$ cat src/rtl/core/tbmp_pkg.sv
// package for the touch button multi-press resolver
// word widths, field layout and defaults; no dependencies
package tbmp_pkg;

    localparam int NUM_BUTTONS_DEF = 5;
    localparam int NUM_DIFFS       = 5;
    localparam int DIFF_W          = 16;
    localparam int MASK_W          = 5;

    // input word: raw_mask, diff_0 .. diff_4, zero fill to whole bytes
    localparam int IN_FIELDS_W = MASK_W + NUM_DIFFS * DIFF_W;
    localparam int IN_TDATA_W  = ((IN_FIELDS_W + 7) / 8) * 8;

    // output word: valid_mask, new_presses, zero fill to whole bytes
    localparam int OUT_FIELDS_W = 2 * MASK_W;
    localparam int OUT_TDATA_W  = ((OUT_FIELDS_W + 7) / 8) * 8;

    typedef logic [DIFF_W-1:0] diff_t;
    typedef logic [MASK_W-1:0] mask_t;

    // pipeline handshake state between input and result stages
    typedef struct packed {
        logic in_valid;
        logic advance;
    } stage_ctl_t;

endpackage

$ cat src/rtl/core/touch_button_multi_press_resolver.sv
// top level of the touch button multi-press resolver
// depends on tbmp_pkg
//
// Each input word carries one scan: the raw touch mask of the buttons and the
// difference count of every button. The block keeps at most one button active:
// a single touched button passes as it is; with several touched, buttons are
// resolved in rising index order, a button held in the previous validated mask
// beats a new one, and between new buttons the larger count wins, a tie going
// to the lower index. The output word gives the validated mask and the bits
// that rose against the previous validated mask. Each word passes an input
// register, then a result register, and one word is accepted every cycle while
// the output side takes words; the resolution is a short index chain over
// pairwise count compares that are all done in parallel.
module touch_button_multi_press_resolver
    import tbmp_pkg::*;
#(
    parameter int NUM_BUTTONS = NUM_BUTTONS_DEF
)
(
    input  logic                   clk,
    input  logic                   rst_n,
    input  logic                   s_axis_tvalid,
    output logic                   s_axis_tready,
    // raw_mask[4:0], diff_0, diff_1, diff_2, diff_3, diff_4, zero fill
    input  logic [IN_TDATA_W-1:0]  s_axis_tdata,
    output logic                   m_axis_tvalid,
    input  logic                   m_axis_tready,
    // valid_mask[4:0], new_presses[4:0], zero fill
    output logic [OUT_TDATA_W-1:0] m_axis_tdata
);

    localparam int IDX_W = $clog2(NUM_BUTTONS);
    localparam int LV_W  = (NUM_BUTTONS < MASK_W) ? NUM_BUTTONS : MASK_W;

    stage_ctl_t             ctl;
    logic                   s1_valid_reg;
    logic                   s1_valid_next;
    logic [IN_TDATA_W-1:0]  s1_data_reg;
    logic                   out_valid_reg;
    logic                   out_valid_next;
    mask_t                  valid_mask_reg;
    mask_t                  new_presses_reg;
    logic [LV_W-1:0]        last_valid_reg;
    logic [LV_W-1:0]        last_valid_next;

    logic [NUM_BUTTONS-1:0] raw_w;
    logic [NUM_BUTTONS-1:0] prev_w;
    diff_t                  diff_w [NUM_BUTTONS];
    logic                   lt_w   [NUM_BUTTONS][NUM_BUTTONS];
    logic [IDX_W-1:0]       champ;
    logic                   found;
    logic [NUM_BUTTONS-1:0] valid_w;
    mask_t                  valid5;
    mask_t                  last5;
    mask_t                  new5;

    // handshake
    assign ctl.in_valid  = s1_valid_reg;
    assign ctl.advance   = ctl.in_valid && (!out_valid_reg || m_axis_tready);
    assign s_axis_tready = !s1_valid_reg || ctl.advance;

    always_comb
    begin
        s1_valid_next = s1_valid_reg;
        if (s_axis_tvalid && s_axis_tready)
        begin
            s1_valid_next = 1'b1;
        end
        else if (ctl.advance)
        begin
            s1_valid_next = 1'b0;
        end
    end

    always_comb
    begin
        out_valid_next = out_valid_reg;
        if (ctl.advance)
        begin
            out_valid_next = 1'b1;
        end
        else if (m_axis_tready)
        begin
            out_valid_next = 1'b0;
        end
    end

    // field extraction from the input register
    genvar gi, gj;
    generate
        for (gi = 0; gi < NUM_BUTTONS; gi++)
        begin : g_btn
            if (gi < MASK_W)
            begin : g_raw
                assign raw_w[gi] = s1_data_reg[gi];
            end
            else
            begin : g_noraw
                assign raw_w[gi] = 1'b0;
            end
            if (gi < LV_W)
            begin : g_prev
                assign prev_w[gi] = last_valid_reg[gi];
            end
            else
            begin : g_noprev
                assign prev_w[gi] = 1'b0;
            end
            if (gi < NUM_DIFFS)
            begin : g_diff
                assign diff_w[gi] = s1_data_reg[MASK_W + gi*DIFF_W +: DIFF_W];
            end
            else
            begin : g_nodiff
                assign diff_w[gi] = '0;
            end
        end
        // all pairwise compares in parallel
        for (gi = 0; gi < NUM_BUTTONS; gi++)
        begin : g_row
            for (gj = 0; gj < NUM_BUTTONS; gj++)
            begin : g_col
                assign lt_w[gi][gj] = diff_w[gi] < diff_w[gj];
            end
        end
    endgenerate

    // surviving button, scanned upward
    always_comb
    begin
        champ = '0;
        found = 1'b0;
        for (int c = 0; c < NUM_BUTTONS; c++)
        begin
            if (raw_w[c])
            begin
                if (!found)
                begin
                    champ = IDX_W'(c);
                    found = 1'b1;
                end
                else if (prev_w[c])
                begin
                    champ = IDX_W'(c);
                end
                else if (!prev_w[champ] && lt_w[champ][c])
                begin
                    champ = IDX_W'(c);
                end
            end
        end
    end

    always_comb
    begin
        valid_w = '0;
        if (found)
        begin
            valid_w[champ] = 1'b1;
        end
    end

    always_comb
    begin
        valid5 = '0;
        last5  = '0;
        for (int i = 0; i < LV_W; i++)
        begin
            valid5[i] = valid_w[i];
            last5[i]  = last_valid_reg[i];
        end
    end

    assign new5            = valid5 & ~last5;
    assign last_valid_next = valid5[LV_W-1:0];

    always_ff @(posedge clk or negedge rst_n)
    begin
        if (!rst_n)
        begin
            s1_valid_reg   <= 1'b0;
            out_valid_reg  <= 1'b0;
            last_valid_reg <= '0;
        end
        else
        begin
            s1_valid_reg  <= s1_valid_next;
            out_valid_reg <= out_valid_next;
            if (ctl.advance)
            begin
                last_valid_reg <= last_valid_next;
            end
        end
    end

    always_ff @(posedge clk)
    begin
        if (s_axis_tvalid && s_axis_tready)
        begin
            s1_data_reg <= s_axis_tdata;
        end
        if (ctl.advance)
        begin
            valid_mask_reg  <= valid5;
            new_presses_reg <= new5;
        end
    end

    assign m_axis_tvalid = out_valid_reg;
    assign m_axis_tdata  = {{(OUT_TDATA_W - OUT_FIELDS_W){1'b0}}, new_presses_reg, valid_mask_reg};

    // at most one button survives
    a_onehot_mask : assert property (@(posedge clk) disable iff (!rst_n)
        m_axis_tvalid |-> $onehot0(valid_mask_reg))
        else $error("more than one validated button");

    // rising bits are a subset of the validated mask
    a_new_subset : assert property (@(posedge clk) disable iff (!rst_n)
        m_axis_tvalid |-> ((new_presses_reg & ~valid_mask_reg) == '0))
        else $error("new press outside validated mask");

    // history follows the word just produced
    a_history : assert property (@(posedge clk) disable iff (!rst_n)
        ctl.advance |=> (last_valid_reg == valid_mask_reg[LV_W-1:0]))
        else $error("last validated mask out of step with output");

    // a rising bit was clear in the history before the update
    a_new_rise : assert property (@(posedge clk) disable iff (!rst_n)
        ctl.advance |=> ((new_presses_reg[LV_W-1:0] & $past(last_valid_reg)) == '0))
        else $error("held button reported as new press");

endmodule

$ cat config.mk
export PLATFORM = sky130hd
export DESIGN_NAME = touch_button_multi_press_resolver
export DESIGN_NICKNAME = d
export VERILOG_FILES = /design/src/rtl/core/tbmp_pkg.sv /design/src/rtl/core/touch_button_multi_press_resolver.sv
export SDC_FILE = /design/constraint.sdc
export NUM_CORES = 1
export LEC_CHECK = 0
export BUFFER_PORTS_ARGS = -buffer_cell sky130_fd_sc_hd__buf_2
export CORE_ASPECT_RATIO = 0.5
export CORE_UTILIZATION = 45
export DETAILED_ROUTE_END_ITERATION = 8
export PLACE_DENSITY_LB_ADDON = 0.1
export SLEW_MARGIN = 20
export SYNTH_ARGS = -nofsm -noshare
export SYNTH_HDL_FRONTEND = slang
export SYNTH_SLANG_ARGS = --single-unit
$ cat constraint.sdc
create_clock -name clk -period 3.4 [get_ports clk]
set_input_delay 0.68 -clock clk [delete_from_list [all_inputs] [get_ports clk]]
set_output_delay 0.68 -clock clk [all_outputs]
set_load 0.02 [all_outputs]
==> impl.org, run 1 <==
** Critical path
- Tracing the worst setup path back leads to its startpoint at s1_data_reg[14]$_DFFE_PP_.
- Together, buffers and inverters on the worst path number 1.
- Critical path class :: flip-flop to flip-flop
- The kind of cell with the highest combined delay along the critical path is simple AND/OR/NAND/NOR gates.
- For this design, the slowest cell found on the critical path is sky130_fd_sc_hd__or4b_4.
- The worst setup path is captured at a flip-flop.
- The largest single stage delay on the critical path is between 500 and 600 ps.
- The signal on the critical path passes through inv_2, ha_4, a21oi_4, nor3_2, or4b_4, or4_4, and3_4, o311a_4, or3_4, a2bb2o_4, o21bai_1, and3b_1.
- At the worst endpoint, the arrival time is approximately 3600 ps.
- Crit-path max FO :: 5
- Flop2flop setup slack :: -120 ps
- The worst setup path is launched from a flip-flop.
- In this run the critical register-to-register path is launched from s1_data_reg[14]$_DFFE_PP_.
- Required time of the worst setup path :: about 3500 ps

** Pwr
- Across the VDD grid, the largest voltage drop is around 0.27 mV.
- Power per cell area :: approximately 440 nW/um^2
- Static leakage :: between 4 and 5 nW

** Timing
- Of the available clock period, the critical path in the final layout requires 103%.
- Least-Margin Pin Slew :: slightly below 700 ps
- Worst max-slew margin expressed relative to the limit :: between 50 and 60%
- Total Neg Setup Slack :: -632 ps
- Setup violations remaining at the end of the flow were counted as 8.
- Setup slack on the critical path of the routed design comes to -117 ps.
- On the final layout, the worst hold slack is 146 ps.
- Tmin final :: roughly 3500 ps
- The number of slew-limit violations in the final report is 0.
- Derived from the worst setup path, the maximum achievable clock frequency is roughly 280 MHz.
- The count of final hold-check violations was 0.
- Post-Route Skew :: between 7 and 8 ps
- Setup repair after global routing missed its margin :: true

** Global route
- The initial antenna violation count came to 0.
- Pin count of the biggest net entering global routing :: 54
- The first global-routing pass estimated about 33000 um of wire.
- Global routing used 26.7% of the available tracks.
- The number of global-route vias before repair was 5759.
- Remaining Overflow, GRT :: 0

** Synth
- After synthesis, the netlist uses 64 different library cells.
- For this run, the leading register cell type out of synthesis is sky130_fd_sc_hd__edfxtp_1.
- Each instance of the synthesized netlist takes up on average 11.0 sq um.
- Synthesis produced a netlist whose cell count is 660.
- Number of synthesis warnings :: 0
- Part of the Yosys area used for sequential elements :: 41.6%
- Yosys mapped a number of flops with a built-in enable equal to 95.
- Counting flops with an async set or reset pin after synthesis yields a share of around 7%.
- In this run, synthesis produced a sequential element count of between 100 and 150.
- After synthesis the cells add up to 7280 sq um.

** Final layout
- Relative to the synthesized area, the layout overhead comes to 24.4%.
- In the final layout, the multi-input gates occupy 4200 sq um.
- After filler insertion, the fill cell instance count of the layout stands at between 1000 and 1500.
- For this run, the share of the core covered by cells in the final layout is 58.0%.
- Fin cells :: roughly 1000
- The register with the most flip-flops in the layout has 85 of them.
- FF+latch area :: ~3000 sq um
- At the end of the flow, the number of nets in the layout was 1081.
- Share of layout cells above drive strength 1 :: between 20% and 30%
- 0 antenna diodes ended up in the layout.

** Run status
- Violated checks :: negative setup slack
- The flow ran to the end, but the final reports show violations.

** Clocking
- CTS tree :: done
- The cell sitting at the root of the clock tree is a sky130_fd_sc_hd__clkbuf_16.
- Number of buffers inserted during clock tree synthesis :: 9
- Clock-pin slew of the registers on the worst-case setup and hold paths :: roughly 70 ps
- Clock sink count :: roughly 100
- Number of buffers between clock root and the deepest sink :: 2
- For the worst-skew pair, the clock arrives at the later sink with an insertion delay of 360 ps.
- The H-tree was split into 3 levels.

** Hold path
- The min-delay analysis places its worst path in the category input pin to async pin.

** Placement
- Count of placed standard cells including taps :: a little over 1000
- The wire-length estimate of the detail-placed layout is roughly 18000 um.
- Setup slack at placement :: -235 ps
- Routability-driven placement finished with a final weighted congestion of ~0.97.
- During placement, the flow inserted port buffers numbering 100.

** Drt
- Wires add up to ~21000 um.
- Vias/cell :: approximately 5.6
- In the routed design, unresolved DRC markers number 0.
- Antenna violation net count after detailed routing :: 0
- For this block, the initial DRC count from the detailed router was 440.
- The first TritonRoute pass finished after 5 iterations.
- Total number of vias :: ~5800
- In the final routed layout, each cell accounts on average for between 20 and 25 um.

** Floorplan
- The floorplan step set the die height to 91.9 um.
- For this configuration, the core starts out at a cell density of around 47%.
- Rows :: 32
- DIE AREA :: between 15000 and 20000 sq um
- The core region is around 16000 sq um.
- 110 I/O pins were placed.
- The die is 182 um wide.

** Run
- Number of maximum-capacitance violations :: 0
[where the power goes]
part	internal, mW	leakage, nW	switching [mW]
sequential	1.52	1.00	0.121
clock	0.604	0.156	0.489
combinational	0.556	2.99	0.668
[layer usage]
| layer | global-route usage [%] | up-vias | share of wire [%] |
|---|---|---|---|
| met5 | 0 | - | 0 |
| met4 | 4.90 | 0 | 0.87 |
| met3 | 6.24 | 24 | 6.6 |
| met2 | 37.9 | 170 | 40 |
| met1 | 40.8 | 2745 | 52 |
| li1 | - | 2871 | - |
[final cells by class]
class	count	area share, %
Multi-Input combinational cell	480	46.4
Inverter	76	3.15
Timing Repair Buffer	160	10.8
Tap cell	204	2.82
Clock inverter	6	0.842
Sequential cell	102	33.4
Clock buffer	10	2.64
[cell usage in the layout, fill, tap and decap left out, drive strengths merged, types with 3 or more instances in the layout]
cell     netlist  layout
a21o          16      16
nand4         36      36
conb           1       6
nor2          27      27
o221ai         3       3
and2           3       3
a2111oi        4       4
edfxtp        95      95
o31ai          4       4
buf            6     160
clkbuf         1      10
ha           160     160
inv           76      79
a211oi        10      10
nor4           7       7
o21ai         35      35
dfrtp          7       7
o211ai         6       6
nor3          13      13
o41ai          3       3
a21oi         55      55
nand2b         6       6
nand3          6       6
nand2         28      28
o21a           5       5
nor2b          7       7
[worst paths after layout]
| check | to | cells after the start |
|---|---|---|
| min in group clk | s1_data_reg[22]$_DFFE_PP_ | 1 |
| worst max-delay path | new_presses_reg[4]$_DFFE_PP_ | 12 |
| worst min-delay path | s1_valid_reg$_DFFE_PN0P_ | 1 |
| max in group asynchronous | last5[3]$_DFFE_PN0P_ | 1 |
| worst max register to register | new_presses_reg[4]$_DFFE_PP_ | 12 |
| worst min register to register | m_axis_tvalid$_DFFE_PN0P_ | 1 |
[synthesized netlist by cell type, types with 5 or more instances]
cell type	number	area share (%)
sky130_fd_sc_hd__ha_1	160	27
sky130_fd_sc_hd__nand2_1	28	1.4
sky130_fd_sc_hd__a21oi_1	55	3.8
sky130_fd_sc_hd__nor3_1	12	0.82
sky130_fd_sc_hd__nor4_1	7	0.60
sky130_fd_sc_hd__a21o_1	16	1.6
sky130_fd_sc_hd__o211ai_1	6	0.62
sky130_fd_sc_hd__nand3_1	6	0.41
sky130_fd_sc_hd__o21ai_0	33	2.3
sky130_fd_sc_hd__dfrtp_1	7	2.4
sky130_fd_sc_hd__nand2b_1	6	0.52
sky130_fd_sc_hd__a211oi_1	9	0.93
sky130_fd_sc_hd__nor2_1	27	1.4
sky130_fd_sc_hd__o21a_1	5	0.52
sky130_fd_sc_hd__nand4_1	35	3.0
sky130_fd_sc_hd__inv_1	76	3.9
sky130_fd_sc_hd__buf_4	6	0.62
sky130_fd_sc_hd__nor2b_1	6	0.52
sky130_fd_sc_hd__edfxtp_1	95	39
[repair_timing]
item,in CTS,in global routing
pin swaps,6,10
hold buffers,0,0
resized for setup,26,16
endpoints found under the setup margin,13,12
setup buffers,3,3
[cells by family (layout without fill, tap and decap cells)]
kind of cell / count (synthesis) / after routing / share of synthesized area [%]
AO/OA/AOI/OAI: 159 / 159 / 14.1
adder cells (fa/ha/maj): 160 / 160 / 27.5
buffers and inverters: 83 / 252 / 4.59
flip-flops: 102 / 102 / 41.6
multiplexers: 3 / 3 / 0.498
other: 1 / 6 / 0.0515
AND/OR/NAND/NOR: 152 / 152 / 11.7
[worst reg2reg max path, cell delays in order (launching register included)]
cell and delay (ps):
sky130_fd_sc_hd__edfxtp_1 390, sky130_fd_sc_hd__inv_2 110, sky130_fd_sc_hd__ha_4 220, sky130_fd_sc_hd__a21oi_4 140
sky130_fd_sc_hd__nor3_2 50, sky130_fd_sc_hd__or4b_4 520, sky130_fd_sc_hd__or4_4 460, sky130_fd_sc_hd__and3_4 210
sky130_fd_sc_hd__o311a_4 350, sky130_fd_sc_hd__or3_4 380, sky130_fd_sc_hd__a2bb2o_4 230, sky130_fd_sc_hd__o21bai_1 60
sky130_fd_sc_hd__and3b_1 170
[per-stage QoR]
step	total power, mW	cell area (sq um)
6_report	3.96	9060
4_1_cts	3.91	8970
3_5_place_dp	2.74	8480
2_1_floorplan	2.30	7350
5_1_grt	4.16	9060
3_3_place_gp	2.71	8480
Power figures use the tool's default switching activity.
==> run 2: changes to the inputs <==
--- a/config.mk
+++ b/config.mk
@@ -7,7 +7,7 @@
 export LEC_CHECK = 0
 export BUFFER_PORTS_ARGS = -buffer_cell sky130_fd_sc_hd__buf_2
 export CORE_ASPECT_RATIO = 0.5
-export CORE_UTILIZATION = 45
+export CORE_UTILIZATION = 30
 export DETAILED_ROUTE_END_ITERATION = 8
 export PLACE_DENSITY_LB_ADDON = 0.1
 export SLEW_MARGIN = 20
==> constraint.sdc (replaced) <==
create_clock -name clk -period 3.4 [get_ports clk]
set_input_delay 0.17 -clock clk [delete_from_list [all_inputs] [get_ports clk]]
set_output_delay 0.17 -clock clk [all_outputs]
set_load 0.02 [all_outputs]
==> run 2 against run 1 <==
Against the previous run: the flow still finishes with violations (negative setup slack); sequential share of layout area fell by 3.5 points; combinational power grew 7%; non-clock buffer count is 96 higher; clock-buffer cell count rose by 2; die area is 49% higher; clock skew about the same; clock power about the same; maximum frequency grew 0.87%; highest routed layer unchanged.
==> impl.org, run 2 (synthesized netlist as in run 1, its figures left out) <==
** Floorplan
- The effective utilization at floorplan was 31.2% (-15 points).
- The width of the chip came to 222 um (+22%).
- The core outline area is 23300 sq um (+49%).
- Height of the chip :: 112 um (+22%)
- Rows :: 39 (+22%)
- The die area is 24900 sq um (+49%).
- The I/O pin count is 110 (unchanged).

** Run
- Number of maximum-capacitance violations :: 0 (unchanged)

** Pwr
- Switching share of power :: 31.8% (-0.51 points)
- Clock network fraction of total power :: 26.4% (-1.2 points)
- The maximum resistive drop on vdd came to 0.238 mV (-12%).
- Static leakage :: 4.55 nW (+9.8%)
- The total design power is 4.02 mW (+1.6%).
- The cell-internal power came to 2.74 mW (+2.4%).
- Flop pwr share :: 41.2% (-0.3 points)
- Share of total power in combinational logic :: 32.4% (+1.5 points)
- Power per cell area :: 397 nW/um^2 (-9.1%)
- Switching power :: 1.28 mW (about the same)

** Global route
- The met2 routing resource usage after global routing is 27.4% (-11 points).
- Pin count of the biggest net entering global routing :: 50 (-7.4%)
- The global-route wire length before repair came to 35400 um (+8.7%).
- Remaining Overflow, GRT :: 0 (unchanged)
- The met1 track demand over resource was 28.8% (-12 points).
- Combined global-route utilization of all metal layers :: 19.5% (-7.2 points)
- The met3 usage in global routing came to 5.47% (-0.76 points).
- Highest-utilization routing layer at the global route stage :: met1
- Vias in the first global route :: 6071 (+5.4%)
- Initial antenna violation count :: 0 (unchanged)

** Final layout
- Number of flip-flops under the largest register name :: 85 (unchanged)
- Area used by multi-input combinational logic :: 4240 sq um (+0.89%)
- Fin cells :: 1237 (+19%)
- The final design utilization was 43.5% (-15 points).
- Area growth from synthesis to final layout :: 39.2%
- The register area is 3030 sq um (unchanged).
- The antenna diode count is 0 (unchanged).
- The proportion of layout cells with a drive suffix above 1 came to 25.8% (-1.4 points).
- Number of inserted filler cells in the final layout :: 2236 (+67%)
- The library cell used most frequently in the layout, excluding fill and tap cells, is sky130_fd_sc_hd__ha_1.
- Final-stage net count :: 1177 (+8.9%)
- Top library cells by usage in the layout, fill and taps aside :: sky130_fd_sc_hd__ha_1 (152), sky130_fd_sc_hd__buf_2 (100), sky130_fd_sc_hd__edfxtp_1 (95), sky130_fd_sc_hd__dlygate4sd3_1 (87), sky130_fd_sc_hd__inv_1 (70)

** Placement
- IO Port Bufs :: 100 (unchanged)
- The worst slack after detailed placement was -282 ps (-46.7 ps).
- Dpl hpwl :: 18900 um (+8.0%)
- Count of placed standard cells including taps :: 1119 (+10%)
- The final weighted congestion in routability-driven placement is 0.912 (-5.6%).

** Clocking
- Number of buffers inserted during clock tree synthesis :: 9 (unchanged)
- TritonCTS built the clock tree.
- The worst-skew pair later-pin latency was 380 ps (+20 ps).
- Clock-pin slew of the registers on the worst-case setup and hold paths :: 70 ps (about the same)
- The number of clock sinks was 102 (unchanged).
- The worst-case clock buffer depth was 2 (unchanged).
- The number of H-tree branching levels is 3 (unchanged).
- Clk root buf :: sky130_fd_sc_hd__clkbuf_16

** Run status
- Run status :: finished, violations left
- The checks that failed: negative setup slack.

** Critical path
- The biggest fanout along the worst timing path was 5 (unchanged).
- The critical path in this run is classified as flip-flop to flip-flop.
- STA classifies the critical path startpoint as a flip-flop.
- CP endpoint kind :: flip-flop
- The endpoint arrival time on the critical path is 3620 ps (-20 ps).
- Required time of the worst setup path :: 3540 ps (+20 ps)

** Timing
- Tmin final :: 3490 ps (-30.4 ps)
- Setup repair after global routing could not meet its margin everywhere.
- The final hold slack came to 89.4 ps (-56.5 ps).
- The worst max-slew margin expressed relative to the limit was 61.4% (+7.0 points).
- Achievable Freq :: 287 MHz (+0.87%)
- Count of endpoints failing setup in the final report :: 6 (-2)
- Final Hold Viols :: 0 (unchanged)
- The post-route clock period utilization is 103% (-0.89 points).
- Final Max Tran Viols :: 0 (unchanged)
- Least-Margin Pin Slew :: 575 ps (-104 ps)
- Post-Route Skew :: 6.87 ps (-0.322 ps)
- Post-route setup slack :: -86.3 ps (+30.4 ps)

** Drt
- The number of design rule violations left after detail routing came to 0 (unchanged).
- Wire length per cell :: 18.8 um (-8.0%)
- Total detailed-routing wirelength :: 23300 um (+9.6%)
- The remaining antenna violation count came to 0 (unchanged).
- The count of TritonRoute iterations in the first routing pass is 5 (unchanged).
- Iter 0 DRT Violations :: 263 (-40%)
- The vias per cell is 4.90 (-12%).
- The via count is 6067 (+4.4%).

** Hold path
- Hold/Removal Path Class :: input pin to flip-flop
[run 2: changes by cell type in the layout (fill, tap and decap cells not counted), moves of 3 or more]
cell / delta
sky130_fd_sc_hd__nor3_1: -3
sky130_fd_sc_hd__buf_4: +11
sky130_fd_sc_hd__nor3_2: +4
sky130_fd_sc_hd__dlygate4sd3_1: +87
[run 2: power by group through the flow]
stage	combinational, mW	clock, mW	sequential [mW]
after floorplan	0.645	0	1.66
after global placement	1.10	0	1.68
after detailed placement	1.11	0	1.68
after CTS	1.24	1.11	1.65
after global routing	1.45	1.15	1.67
final	1.30	1.06	1.66
[run 2: routing by layer]
| metal | vias up | wire length [um] |
|---|---|---|
| li1 | 3060 | - |
| met1 | 2879 | 12400 |
| met3 | 18 | 1190 |
| met2 | 110 | 9290 |
| met4 | 0 | 356 |
| met5 | - | 0 |
[run 2: what timing repair did]
| item | CTS | global route |
|---|---|---|
| setup endpoints to repair | 12 | 15 |
| resized for setup | 18 | 28 |
| pin swaps | 5 | 12 |
| hold buffers | 87 | 0 |
| buffers inserted | 5 | 10 |
| endpoints found under the hold margin | 93 | 0 |
[run 2: stage by stage]
stage               setup TNS (ps)  area, sq um
detailed placement           -2030         8610
global placement             -1420         8610
CTS                           -211         9930
floorplan                        0         7350
global route                  -961        10100
finish                        -256        10100
[run 2: path summary, 6_finish.rpt]
check                           cells past startpoint                 startpoint                            to  slack [ps]
worst max register to register                     12  s1_data_reg[16]$_DFFE_PP_  new_presses_reg[4]$_DFFE_PP_         -90
min in group asynchronous                           2                      rst_n     m_axis_tvalid$_DFFE_PN0P_         170
worst max-delay path                               12  s1_data_reg[16]$_DFFE_PP_  new_presses_reg[4]$_DFFE_PP_         -90
worst min-delay path                                3              m_axis_tready     m_axis_tvalid$_DFFE_PN0P_          90
max in group asynchronous                           2                      rst_n          last5[2]$_DFFE_PN0P_        3050
worst min register to register                      1   s1_valid_reg$_DFFE_PN0P_     m_axis_tvalid$_DFFE_PN0P_         510
[run 2: cell type report]
type	instances	area share, %
sequential	102	29.9
tap	307	3.79
timing repair buffer	256	18.8
inverter	76	2.81
multi-input combinational	480	41.8
clock buffer	12	2.43
clock inverter	4	0.469
[run 2: worst max-delay path, cell delays in order (launching register included)]
cell                       delay, ps
sky130_fd_sc_hd__edfxtp_1        380
sky130_fd_sc_hd__inv_2           100
sky130_fd_sc_hd__ha_4            220
sky130_fd_sc_hd__a21oi_4         200
sky130_fd_sc_hd__nor2_2           50
sky130_fd_sc_hd__or4b_4          490
sky130_fd_sc_hd__or4_4           440
sky130_fd_sc_hd__and3_4          200
sky130_fd_sc_hd__o311a_4         340
sky130_fd_sc_hd__or3_4           380
sky130_fd_sc_hd__a2bb2o_4        220
sky130_fd_sc_hd__o21bai_1         50
sky130_fd_sc_hd__and3b_1         160
